### src/hdl/npc_pkg.sv
// Shared constants, types and helpers for the nearest point classifier.
// No dependencies.
package npc_pkg;

  localparam int SLOTS_DEFAULT = 64;
  localparam int COORD_W = 16;
  localparam int DIST_W = 34;
  localparam int SLOT_W = 6;

  localparam logic [1:0] MODE_ADD = 2'd0;
  localparam logic [1:0] MODE_DEL = 2'd1;
  localparam logic [1:0] MODE_QRY = 2'd2;
  localparam logic [1:0] MODE_NONE = 2'd3;

  localparam logic [1:0] ST_OK = 2'd0;
  localparam logic [1:0] ST_FULL = 2'd1;
  localparam logic [1:0] ST_EMPTY = 2'd2;

  localparam logic [1:0] PROX_AT = 2'd0;
  localparam logic [1:0] PROX_NEAR = 2'd1;
  localparam logic [1:0] PROX_SIDE = 2'd2;

  typedef struct packed {
    logic signed [COORD_W-1:0] x;
    logic signed [COORD_W-1:0] y;
    logic signed [COORD_W-1:0] z;
  } point_t;

  // Squared difference of one axis; at most 2^32.
  function automatic logic [32:0] sq_axis(input logic signed [COORD_W-1:0] a,
                                          input logic signed [COORD_W-1:0] b);
    logic signed [COORD_W:0] d;
    logic [COORD_W:0] u;
    begin
      d = {a[COORD_W-1], a} - {b[COORD_W-1], b};
      u = d[COORD_W] ? 17'(-d) : 17'(d);
      sq_axis = 33'(u) * 33'(u);
    end
  endfunction

endpackage

### src/hdl/npc_cell.sv
// One cell of the point ring: holds one point and its valid bit and hands
// both to its neighbour on every ring step. Depends on npc_pkg.
module npc_cell (
  input  logic clk,
  input  logic rst,
  input  logic shift,
  input  logic wr_en,
  input  logic clr_en,
  input  npc_pkg::point_t wr_point,
  input  npc_pkg::point_t point_in,
  input  logic valid_in,
  output npc_pkg::point_t point_out,
  output logic valid_out
);
  npc_pkg::point_t point;
  logic valid;

  always_ff @(posedge clk) begin
    if (shift) begin
      point <= point_in;
    end else if (wr_en) begin
      point <= wr_point;
    end
    if (rst) begin
      valid <= 1'b0;
    end else if (shift) begin
      valid <= valid_in;
    end else if (wr_en) begin
      valid <= 1'b1;
    end else if (clr_en) begin
      valid <= 1'b0;
    end
  end

  assign point_out = point;
  assign valid_out = valid;
endmodule

### config.mk
export PLATFORM = sky130hd
export DESIGN_NAME = npc_cell
export DESIGN_NICKNAME = d
export VERILOG_FILES = /design/src/hdl/npc_pkg.sv /design/src/hdl/npc_cell.sv
export SDC_FILE = /design/constraint.sdc
export NUM_CORES = 1
export LEC_CHECK = 0
export BUFFER_PORTS_ARGS = -buffer_cell sky130_fd_sc_hd__clkbuf_2
export CAP_MARGIN = 20
export CELL_PAD_IN_SITES_DETAIL_PLACEMENT = 1
export CELL_PAD_IN_SITES_GLOBAL_PLACEMENT = 1
export CORE_ASPECT_RATIO = 1.5
export CORE_UTILIZATION = 34
export CTS_CLUSTER_SIZE = 28
export DETAILED_ROUTE_END_ITERATION = 16
export GPL_ROUTABILITY_DRIVEN = 0
export PLACE_DENSITY = 0.93
export SETUP_SLACK_MARGIN = 0.3
export SKIP_LAST_GASP = 1
export SYNTH_ARGS = -nofsm -noshare
export SYNTH_HDL_FRONTEND = slang
export SYNTH_SLANG_ARGS = --single-unit
export TNS_END_PERCENT = 20
### constraint.sdc
create_clock -name clk -period 3.4 [get_ports clk]
set_clock_uncertainty 0.05 [all_clocks]
set_input_delay 0.17 -clock clk [delete_from_list [all_inputs] [get_ports clk]]
set_output_delay 0.17 -clock clk [all_outputs]
set_load 0.01 [all_outputs]
# == Yosys cells after proc, flatten, opt, wreduce, memory -nomap -nowiden ==
# Index checks and enable logic that the tools add are counted.
# word_totals
elab_cells,11
out_inout_bits,49
inputBits,102
register_bits,49
# op_classes
n_reduce_logical,2
mux,5
# op_table
cell,n
$mux W48,2
$mux W1,3
$reduce_bool A3 Y1,1
$reduce_bool A2 Y1,1

# == Longest topological paths before layout ==
# Gate-level depths: netlist (run 1).
# depth
depth_word,3
depth_mapped,4
depth_no_buf,2

# == Least setup slack after synthesis (run 1) ==
# OpenSTA, ideal clock, no wires.
# synth_path
path_kind,input port to flip-flop
from,input shift
to,"register point (netlist bit point_out[0]), enable pin"
stages,4
setup_slack_ps,1529
required_time_ps,2948
path_buffers,2
t_arrival_ps,1419
setup_ps,402
path_cell_list,buf_6 buf_8 nor2_2 inv_1
# synth_between
elab_chain_cells,1
# synth_rtl
item,line_no,rtl
start: declaration,npc_cell.sv:6,"input logic shift,"
$reduce_bool A2 Y1 (no source line),-,
end signal: assignment,npc_cell.sv:20,point <= point_in;
end signal: assignment,npc_cell.sv:22,point <= wr_point;
end: declaration,npc_cell.sv:15,npc_pkg::point_t point;
# No other way between the ends.
# A chain may end at the register's enable or synchronous reset.

# == Final worst setup path (run 1) ==
# layout_path
from,input shift
to,"register point (netlist bit point_out[44]), enable pin"
# The elaborated chain is that of the path after synthesis.

==> results of run 1 <==
how the worst max path moves through the flow:
stage                               to  slack [ps]   from  cells after the start
4_1_cts         point_out[3]$_DFFE_PP_        1930  shift                      3
2_1_floorplan   point_out[0]$_DFFE_PP_        1530  shift                      4
6_report       point_out[44]$_DFFE_PP_        1950  shift                      3
3_3_place_gp    point_out[2]$_DFFE_PP_        1670  shift                      3
3_5_place_dp    point_out[3]$_DFFE_PP_        1610  shift                      3
5_1_grt         point_out[2]$_DFFE_PP_        1840  shift                      3
metal layers:
| metal | routed length [um] | track usage (%) | part of all wire [%] | vias to the layer above |
|---|---|---|---|---|
| met5 | 0 | 0 | 0 | - |
| met4 | 130 | 7.38 | 2.4 | 0 |
| met3 | 403 | 3.57 | 7.4 | 10 |
| li1 | - | - | - | 721 |
| met1 | 1740 | 14.1 | 32 | 715 |
| met2 | 3160 | 30.7 | 58 | 88 |
cell usage after synthesis:
library cell	count
mux2_4	48
buf_6	5
inv_1	2
nor2_2	1
edfxtp_1	48
nand2b_1	1
buf_8	1
a221oi_2	1
dfxtp_1	1
critical path: cells and delay by family:
kind / cells / cell delay (ps)
and+or+nand+nor: 1 / 100
buffers and inverters: 2 / 1020
cells by family after synthesis:
kind of cell	synth area share, %
muxes	31.5
AOI/OAI and AO/OA	0.656
and+or+nand+nor	0.547
buffers and inverters	3.44
DFF	63.9
flip-flops by register name, indices dropped and copies added, names as in the netlist:
| register | count |
|---|---|
| point_out | 48 |
| valid_out | 1 |
final cells by class:
class	count	area (um^2)
Timing Repair Buffer	152	771
Multi-Input combinational cell	51	748
Fill cell	706	3290
Sequential cell	49	1460
Clock inverter	3	41.3
Tap cell	76	95.1
Inverter	2	7.51
Clock buffer	5	68.8
power by group:
group / total (uW) / internal [uW] / switching, uW
Combinational: 271 / 151 / 119
Clock: 405 / 217 / 189
Sequential: 756 / 739 / 17.1
metrics by stage:
step                setup WS [ps]  hold WS, ps  util [%]  cell area, um^2
global route                 1840         89.3      49.2             3190
floorplan                    1530          186         -             2290
CTS                          1930         58.0      49.2             3190
detailed placement           1610          317      47.4             3070
finish                       1950         67.3      49.2             3190
global placement             1670          313      47.4             3070
==> results by group, run 1 <==
Drt
  – Via Count: 1534
  – DRC: 0
  – Via density: 4.54
  – Post-route ant nets: 0
  – WL/cell: 16.1 um
  – DR pass1 iterations: 3
  – DRT iter0 DRCs: 62
  – DRT Wirelength: approximately 5.4 mm

Clock network
  – Clk sink count: 49
  – Setup Buffers After CTS: 0
  – Clk slew on worst S/H paths: 90 ps
  – H-tree depth: 2
  – CTS root buf: clkbuf_8
  – CTS Buffer Depth: 2
  – # hold bufs at CTS: 1
  – CTS tree: done
  – CTS buffer count: 5
  – Resized Gates After CTS: 0
  – Clock Latency Late Sink: roughly 290 ps

Setup path
  – Worst setup path class: primary input to register
  – Worst path arrival time: 1320 ps
  – R2r endpoint: valid_out$_SDFFE_PP0P_
  – Reg-to-Reg Start: valid_out$_SDFFE_PP0P_
  – R2R cell count: 2
  – Critical Path Fanout Max: 48
  – CP max stage cell: inv_2
  – Worst Path Required: 3270 ps
  – Largest stage delay, worst path: between 700 and 800 ps
  – Setup crit start kind: primary input
  – Critical-path cell list: buf_4 -> nor2_2 -> inv_2
  – R2R Setup Slk: approximately 2600 ps
  – Type of destination of the critical path: register

Global routing
  – Largest net degree at the start of global routing: 49
  – Initial antenna violation count: 0
  – Grt ovf: 0
  – Total global-route track usage: 15.6%
  – Number of global-route vias before repair: roughly 1600
  – First-pass GRT wire length: 7.71 mm

Floorplan
  – Die ar.: 7070 um^2
  – Core area: 6490 um^2
  – Core Rows: 36
  – Die Span Y: 102 um
  – Die width: 69.0 um
  – Starting Density: 35.3%
  – # IOs: 151

Cells and area
  – # diodes: 0
  – Nets: about 360
  – Commonest non-fill, non-tap cell in the layout: clkbuf_2
  – Commonest cells after routing, fill and taps aside: clkbuf_2, mux2_4, edfxtp_1
  – Share of layout cells above drive strength 1: 79.8%
  – Final cell count without fillers: ~340
  – Area growth from synthesis to layout: 39.5%

Timing
  – Fin. Hold Viols: 0
  – Share of the clock period used by the worst path: a little over two fifths
  – Pins Over Slew Limit: 0
  – Sum of negative setup slack: 0 ps
  – Max_slew headroom: 33.2%
  – Final min period: 1450 ps
  – Fmax: 0.690 GHz
  – Final setup viols: 0
  – Worst-Margin Slew: 1000 ps
  – Unrepaired setup endpoints after global routing: false

Placement
  – Placed Cells: between 300 and 400
  – HPWL Detailed: 4.41 mm
  – Count of buffers from port buffering: 150

Pwr
  – Maximum vdd drop: around 0.27 mV
  – Overall Power: 1430 uW
  – Power per cell area: 448 nW/um^2
  – LEAKAGE: 0.00159 uW

Synthesis
  – Yosys cell types: 9
  – Synth Register Bits: 49
  – Synthesized cell area: 2290 um^2
  – Yosys warning total: 0
  – Post-synthesis instance total: 108
  – Sequential share of the synthesized area: 63.9%
  – Syn_area_per_cell: ~21 um^2
  – Synth Net Count: 210
  – Synth area leader: edfxtp_1
  – Post-synth top area share: 63.0%
  – Top cells by area, synth: edfxtp_1, mux2_4, buf_6

Status
  – Outcome: finished clean

Worst hold path
  – Hold wc startpoint: valid_in
  – Min-Delay Path Class: primary input to register
  – Hold Path End: valid_out$_SDFFE_PP0P_
  – Worst Hold Depth: 3

Flow run
  – # Max-Cap Violations: 0
Note: power is estimated with default switching activity, not from simulation.
==> run 2: changes to the inputs <==
--- a/config.mk
+++ b/config.mk
@@ -10,11 +10,11 @@
 export CELL_PAD_IN_SITES_DETAIL_PLACEMENT = 1
 export CELL_PAD_IN_SITES_GLOBAL_PLACEMENT = 1
 export CORE_ASPECT_RATIO = 1.5
-export CORE_UTILIZATION = 34
+export CORE_UTILIZATION = 33
 export CTS_CLUSTER_SIZE = 28
 export DETAILED_ROUTE_END_ITERATION = 16
 export GPL_ROUTABILITY_DRIVEN = 0
-export PLACE_DENSITY = 0.93
+export PLACE_DENSITY = 0.91
 export SETUP_SLACK_MARGIN = 0.3
 export SKIP_LAST_GASP = 1
 export SYNTH_ARGS = -nofsm -noshare
==> constraint.sdc (replaced) <==
create_clock -name clk -period 1.5 [get_ports clk]
set_clock_uncertainty 0.05 [all_clocks]
set_input_delay 0.075 -clock clk [delete_from_list [all_inputs] [get_ports clk]]
set_output_delay 0.075 -clock clk [all_outputs]
set_load 0.01 [all_outputs]
==> run 2 against run 1 <==
Power increased by 140%. Non-clock buffer count increased by 5. Sequential cell count unchanged. Sequential power increased by 130%. Largest cell class unchanged.
==> results by group, run 2 (synthesis gave the netlist of run 1 again) <==
Clock network
  – Clk sink count: 49 (unchanged)
  – CTS root buf: clkbuf_8
  – CTS buffer count: 5 (unchanged)
  – CTS Buffer Depth: 2 (unchanged)
  – CTS tree: done
  – H-tree depth: 2 (unchanged)
  – Clk slew on worst S/H paths: 90 ps (about the same)
  – Clock Latency Late Sink: 300 ps (about the same)

Cells and area
  – Max FFs per register: 48 (unchanged)
  – Commonest cells after routing, fill and taps aside: clkbuf_2, mux2_4, edfxtp_1
  – FILL cells: 698 (-1.1%)
  – Area growth from synthesis to layout: 43.9%
  – # diodes: 0 (unchanged)
  – Share of layout cells above drive strength 1: 79.8% (about the same)
  – Commonest non-fill, non-tap cell in the layout: clkbuf_2
  – Nets: 368 (+1.4%)

Placement
  – Pre-CTS setup slack: 392 ps (-1220 ps)
  – HPWL Detailed: 4.68 mm (+6.1%)
  – Count of buffers from port buffering: 150 (unchanged)

Floorplan
  – Core area: 6580 um^2 (+1.4%)
  – # IOs: 151 (unchanged)
  – Starting Density: 34.8% (-0.48 points)
  – Die Span Y: 104 um (+1.5%)
  – Core Rows: 36 (unchanged)
  – Die width: 70.0 um (+1.5%)
  – Die ar.: 7280 um^2 (+3.0%)

Setup path
  – Worst setup path class: register to primary output
  – Type of destination of the critical path: primary output
  – Critical-path cell list: clkbuf_2
  – Worst path arrival time: 870 ps (-450 ps)
  – Top delay family on crit path: flip-flops
  – CP max stage cell: edfxtp_1
  – Worst Path Required: 1370 ps (-1900 ps)
  – Setup crit start kind: register
  – Largest stage delay, worst path: 420 ps (-310 ps)
  – Worst path bufs/invs: 1 (-1)
  – Critical Path Fanout Max: 1 (-98%)

Pwr
  – Overall Power: 3440 uW (+140%)
  – Power per cell area: 1040 nW/um^2 (+130%)
  – LEAKAGE: 0.00164 uW (+2.9%)
  – Maximum vdd drop: 0.508 mV (+91%)

Drt
  – Via density: 4.59 (+1.2%)
  – Via Count: 1576 (+2.7%)
  – Post-route ant nets: 0 (unchanged)
  – DRT Wirelength: 5.66 mm (+4.2%)
  – DRT iter0 DRCs: 72 (+16%)
  – DRC: 0 (unchanged)
  – DR pass1 iterations: 4 (+1)
  – WL/cell: 16.5 um (+2.7%)

Status
  – Outcome: finished clean

Timing
  – Unrepaired setup endpoints after global routing: false
  – Fmax: 1.01 GHz
  – Max_slew headroom: 74.0% (+41 points)
  – Fin. Hold Viols: 0 (unchanged)
  – Pins Over Slew Limit: 0 (unchanged)
  – Worst-Margin Slew: 391 ps (-610 ps)
  – Setup ws final: 507 ps (-1440 ps)
  – Share of the clock period used by the worst path: 66.2%
  – Final min period: 993 ps
  – Final setup viols: 0 (unchanged)
  – Hold WS: 20.0 ps (-47.3 ps)

Global routing
  – Number of global-route vias before repair: 1799 (+14%)
  – Grt ovf: 0 (unchanged)
  – Largest net degree at the start of global routing: 31 (-37%)
  – First-pass GRT wire length: 8.82 mm (+14%)
  – Total global-route track usage: 15.9% (+0.32 points)
  – Initial antenna violation count: 0 (unchanged)

Worst hold path
  – Min-Delay Path Class: primary input to register

Flow run
  – # Max-Cap Violations: 0 (unchanged)
[run 2: power breakdown]
| group | switching (uW) | internal [uW] | total [uW] |
|---|---|---|---|
| clock | 423 | 662 | 1090 |
| combinational | 277 | 359 | 636 |
| sequential | 43.4 | 1670 | 1720 |
| total | 744 | 2690 | 3440 |
[run 2: path summary, 6_finish.rpt]
check                           cells after the start                 endpoint  slack, ps               startpoint
worst max-delay path                                1            point_out[27]        510  point_out[27]$_DFFE_PP_
worst min-delay path                                2  point_out[40]$_DFFE_PP_         20             wr_point[40]
worst max register to register                      2   valid_out$_SDFFE_PP0P_        710   valid_out$_SDFFE_PP0P_
worst min register to register                      2   valid_out$_SDFFE_PP0P_        460   valid_out$_SDFFE_PP0P_
[run 2: final cells by class]
class	count	area, um^2	area share (%)
multi-input combinational	51	753	22.9
inverter	2	11.3	0.342
tap	76	95.1	2.89
timing repair buffer	157	838	25.5
sequential	49	1460	44.4
clock buffer	5	68.8	2.09
clock inverter	3	65.1	1.98
[run 2: per-stage QoR]
| step | instance area (um^2) | util (%) | TNS, ps | cells |
|---|---|---|---|---|
| after global placement | 3130 | 47.6 | 0 | 332 |
| final | 3290 | 50.1 | 0 | 343 |
| after global routing | 3290 | 50.1 | 0 | 343 |
| after CTS | 3290 | 50.1 | 0 | 343 |
| after detailed placement | 3130 | 47.6 | 0 | 332 |
| after floorplan | 2310 | - | -3270 | 108 |
[run 2: timing repair]
item                                   CTS  global route
setup buffers                            0             0
gates resized for setup                  0             0
endpoints found under the hold margin    1             0
hold buffers                             3             0
[run 2: layer usage]
metal	routed length, um	global-route usage, %	up-vias
met1	1800	14.5	735
li1	-	-	731
met5	0	0	-
met2	3220	30.8	97
met4	218	8.71	0
met3	420	4.07	13
==> run 3: changes to the inputs <==
--- a/config.mk
+++ b/config.mk
@@ -10,11 +10,11 @@
 export CELL_PAD_IN_SITES_DETAIL_PLACEMENT = 1
 export CELL_PAD_IN_SITES_GLOBAL_PLACEMENT = 1
 export CORE_ASPECT_RATIO = 1.5
-export CORE_UTILIZATION = 33
+export CORE_UTILIZATION = 29
 export CTS_CLUSTER_SIZE = 28
 export DETAILED_ROUTE_END_ITERATION = 16
 export GPL_ROUTABILITY_DRIVEN = 0
-export PLACE_DENSITY = 0.91
+export PLACE_DENSITY = 0.85
 export SETUP_SLACK_MARGIN = 0.3
 export SKIP_LAST_GASP = 1
 export SYNTH_ARGS = -nofsm -noshare
==> constraint.sdc (replaced) <==
create_clock -name clk -period 0.9 [get_ports clk]
set_clock_uncertainty 0.05 [all_clocks]
set_input_delay 0.045 -clock clk [delete_from_list [all_inputs] [get_ports clk]]
set_output_delay 0.045 -clock clk [all_outputs]
set_load 0.01 [all_outputs]
==> run 3 against run 2 <==
The flow now finishes with violations (negative hold slack, negative setup slack). Sequential cell count did not move. Final cell count rose by 7.3%. Die area rose by 13%. First-iteration DRC count fell by 25%. Clock power rose by 72%. Register-to-register slack got worse by 590 ps. Final area rose by 1.9%. Global-route usage fell by 1.7 points. Sequential power rose by 66%. Via count rose by 0.51%. Count of clock-buffer cells in the layout did not move. Largest cell class unchanged. Largest power group unchanged.
==> results by group, run 3 (synthesis gave the netlist of run 1 again) <==
Floorplan
  – Die Span Y: 111 um (+6.5%)
  – Die width: 74.5 um (+6.5%)
  – Die ar.: 8260 um^2 (+13%)
  – Core Rows: 39 (+8.3%)
  – # IOs: 151 (unchanged)
  – Starting Density: 30.1% (-4.7 points)
  – Core area: 7610 um^2 (+16%)

Drt
  – DRT iter0 DRCs: 54 (-25%)
  – Via density: 4.30 (-6.3%)
  – Top sig layer: met4
  – Routed wl met2: 2.97 mm (-7.6%)
  – DR pass1 iterations: 4 (unchanged)
  – Post-route ant nets: 0 (unchanged)
  – Metal3 WL: 633 um (+51%)
  – Via Count: 1584 (+0.51%)
  – DRC: 0 (unchanged)
  – M1 wire length: 1.85 mm (+3.0%)
  – WL/cell: 15.3 um (-7.2%)
  – DRT Wirelength: 5.63 mm (-0.48%)

Cells and area
  – Area of the multi-input gates: 753 um^2 (unchanged)
  – Register area: 1460 um^2 (unchanged)
  – Nets: 367 (-0.27%)
  – Area growth from synthesis to layout: 46.6%
  – Fin util: 44.1% (-6.0 points)
  – Final cell count without fillers: 368 (+7.3%)
  – FILL cells: 836 (+20%)
  – Commonest cells after routing, fill and taps aside: clkbuf_2, mux2_4, edfxtp_1
  – Commonest non-fill, non-tap cell in the layout: clkbuf_2
  – # diodes: 0 (unchanged)
  – Max FFs per register: 48 (unchanged)
  – Share of layout cells above drive strength 1: 80.8% (+1.1 points)

Timing
  – Final min period: 928 ps
  – Pins Over Slew Limit: 0 (unchanged)
  – Share of the clock period used by the worst path: 103%
  – Fin. Hold Viols: 2 (+2)
  – Worst-Margin Slew: 209 ps (-181 ps)
  – Hold WS: -140 ps (-160 ps)
  – Setup ws final: -28.0 ps (-535 ps)
  – Fmax: 1.08 GHz
  – Sum of negative setup slack: -109 ps (-109 ps)
  – Unrepaired setup endpoints after global routing: true
  – Max_slew headroom: 86.0% (+12 points)
  – Final setup viols: 12 (+12)

Setup path
  – Setup crit start kind: register
  – Critical-path cell list: buf_2
  – CP max stage cell: edfxtp_1
  – R2R Setup Slk: 120 ps (-590 ps)
  – R2r endpoint: valid_out$_SDFFE_PP0P_
  – CP startpoint: point_out[37]$_DFFE_PP_
  – Worst path bufs/invs: 1 (unchanged)
  – CP Capture Point: point_out[37]
  – Worst path arrival time: 830 ps (-40 ps)
  – Largest stage delay, worst path: 380 ps (-40 ps)
  – Type of destination of the critical path: primary output
  – Top delay family on crit path: flip-flops
  – Worst Path Required: 810 ps (-560 ps)
  – Worst setup path class: register to primary output
  – Critical Path Stages: 1 (unchanged)
  – R2R cell count: 2 (unchanged)
  – Reg-to-Reg Start: valid_out$_SDFFE_PP0P_
  – Critical Path Fanout Max: 1 (unchanged)

Global routing
  – First-pass GRT wire length: 8.51 mm (-3.5%)
  – Number of global-route vias before repair: 1810 (+0.61%)
  – Initial antenna violation count: 0 (unchanged)
  – Total global-route track usage: 14.2% (-1.7 points)
  – Largest net degree at the start of global routing: 29 (-6.5%)
  – Grt ovf: 0 (unchanged)

Status
  – Outcome: complete, but fails checks
  – Violated checks: negative hold slack, negative setup slack

Clock network
  – Setup Buffers After CTS: 0 (unchanged)
  – CTS buffer count: 5 (unchanged)
  – Clk slew on worst S/H paths: 70 ps (-20 ps)
  – Clk sink count: 49 (unchanged)
  – CTS tree: done
  – CTS Buffer Depth: 2 (unchanged)
  – H-tree depth: 2 (unchanged)
  – Clock Latency Late Sink: 290 ps (about the same)
  – CTS root buf: clkbuf_16

Pwr
  – Maximum vdd drop: 1.09 mV (+110%)
  – Power per cell area: 1730 nW/um^2 (+66%)
  – LEAKAGE: 0.00165 uW (+0.97%)

Placement
  – HPWL Detailed: 4.63 mm (-1.1%)
  – Pre-CTS setup slack: -173 ps (-565 ps)
  – Count of buffers from port buffering: 150 (unchanged)
  – Placed Cells: 360 (+8.4%)

Flow run
  – # Max-Cap Violations: 0 (unchanged)

Worst hold path
  – Min-Delay Path Class: primary input to register
run 3: changes by cell type in the layout (fill, tap and decap cells not counted), sizes merged:
cell and change:
buf +4, dlygate4sd3 -3, bufinv -2, clkbuf -2
clkinv +2
run 3: final cells by class:
type | instances | share of cell area, %
timing repair buffer | 156 | 25.5
inverter | 2 | 0.336
clock buffer | 5 | 3.73
multi-input combinational | 51 | 22.4
clock inverter | 3 | 0.671
sequential | 49 | 43.5
tap | 102 | 3.80
run 3: worst min path at each step:
stage | start | to | slack, ps | cells past startpoint
global placement | rst | valid_out$_SDFFE_PP0P_ | 160 | 2
finish | rst | valid_out$_SDFFE_PP0P_ | -140 | 2
detailed placement | rst | valid_out$_SDFFE_PP0P_ | 170 | 2
floorplan | rst | valid_out$_SDFFE_PP0P_ | 60 | 1
global route | rst | valid_out$_SDFFE_PP0P_ | -150 | 2
CTS | rst | valid_out$_SDFFE_PP0P_ | -150 | 2
run 3: where the power goes:
| group | internal, uW | total [uW] | leakage, uW | switching (uW) |
|---|---|---|---|---|
| Clock | 1040 | 1870 | 0.0000738 | 838 |
| Combinational | 612 | 1070 | 0.00108 | 462 |
| Sequential | 2790 | 2860 | 0.000497 | 69.4 |
| Total | 4440 | 5810 | 0.00165 | 1370 |
run 3: metrics by stage:
step	hold slack (ps)	total power (uW)	cell area, um^2
after floorplan	61.2	3450	2310
after global placement	159	3970	3200
after detailed placement	167	4010	3200
after CTS	-151	5910	3350
after global routing	-152	6060	3360
final	-140	5810	3360
run 3: routing by layer:
metal  vias to the layer above  global-route usage, %
met3                        15                   5.82
met1                       728                   13.8
li1                        734                      -
met5                         -                      0
met4                         0                   6.29
met2                       107                   25.1
run 3: timing repair:
item,CTS,global route
resized for setup,0,4
setup endpoints to repair,146,146
hold endpoints to repair,17,9
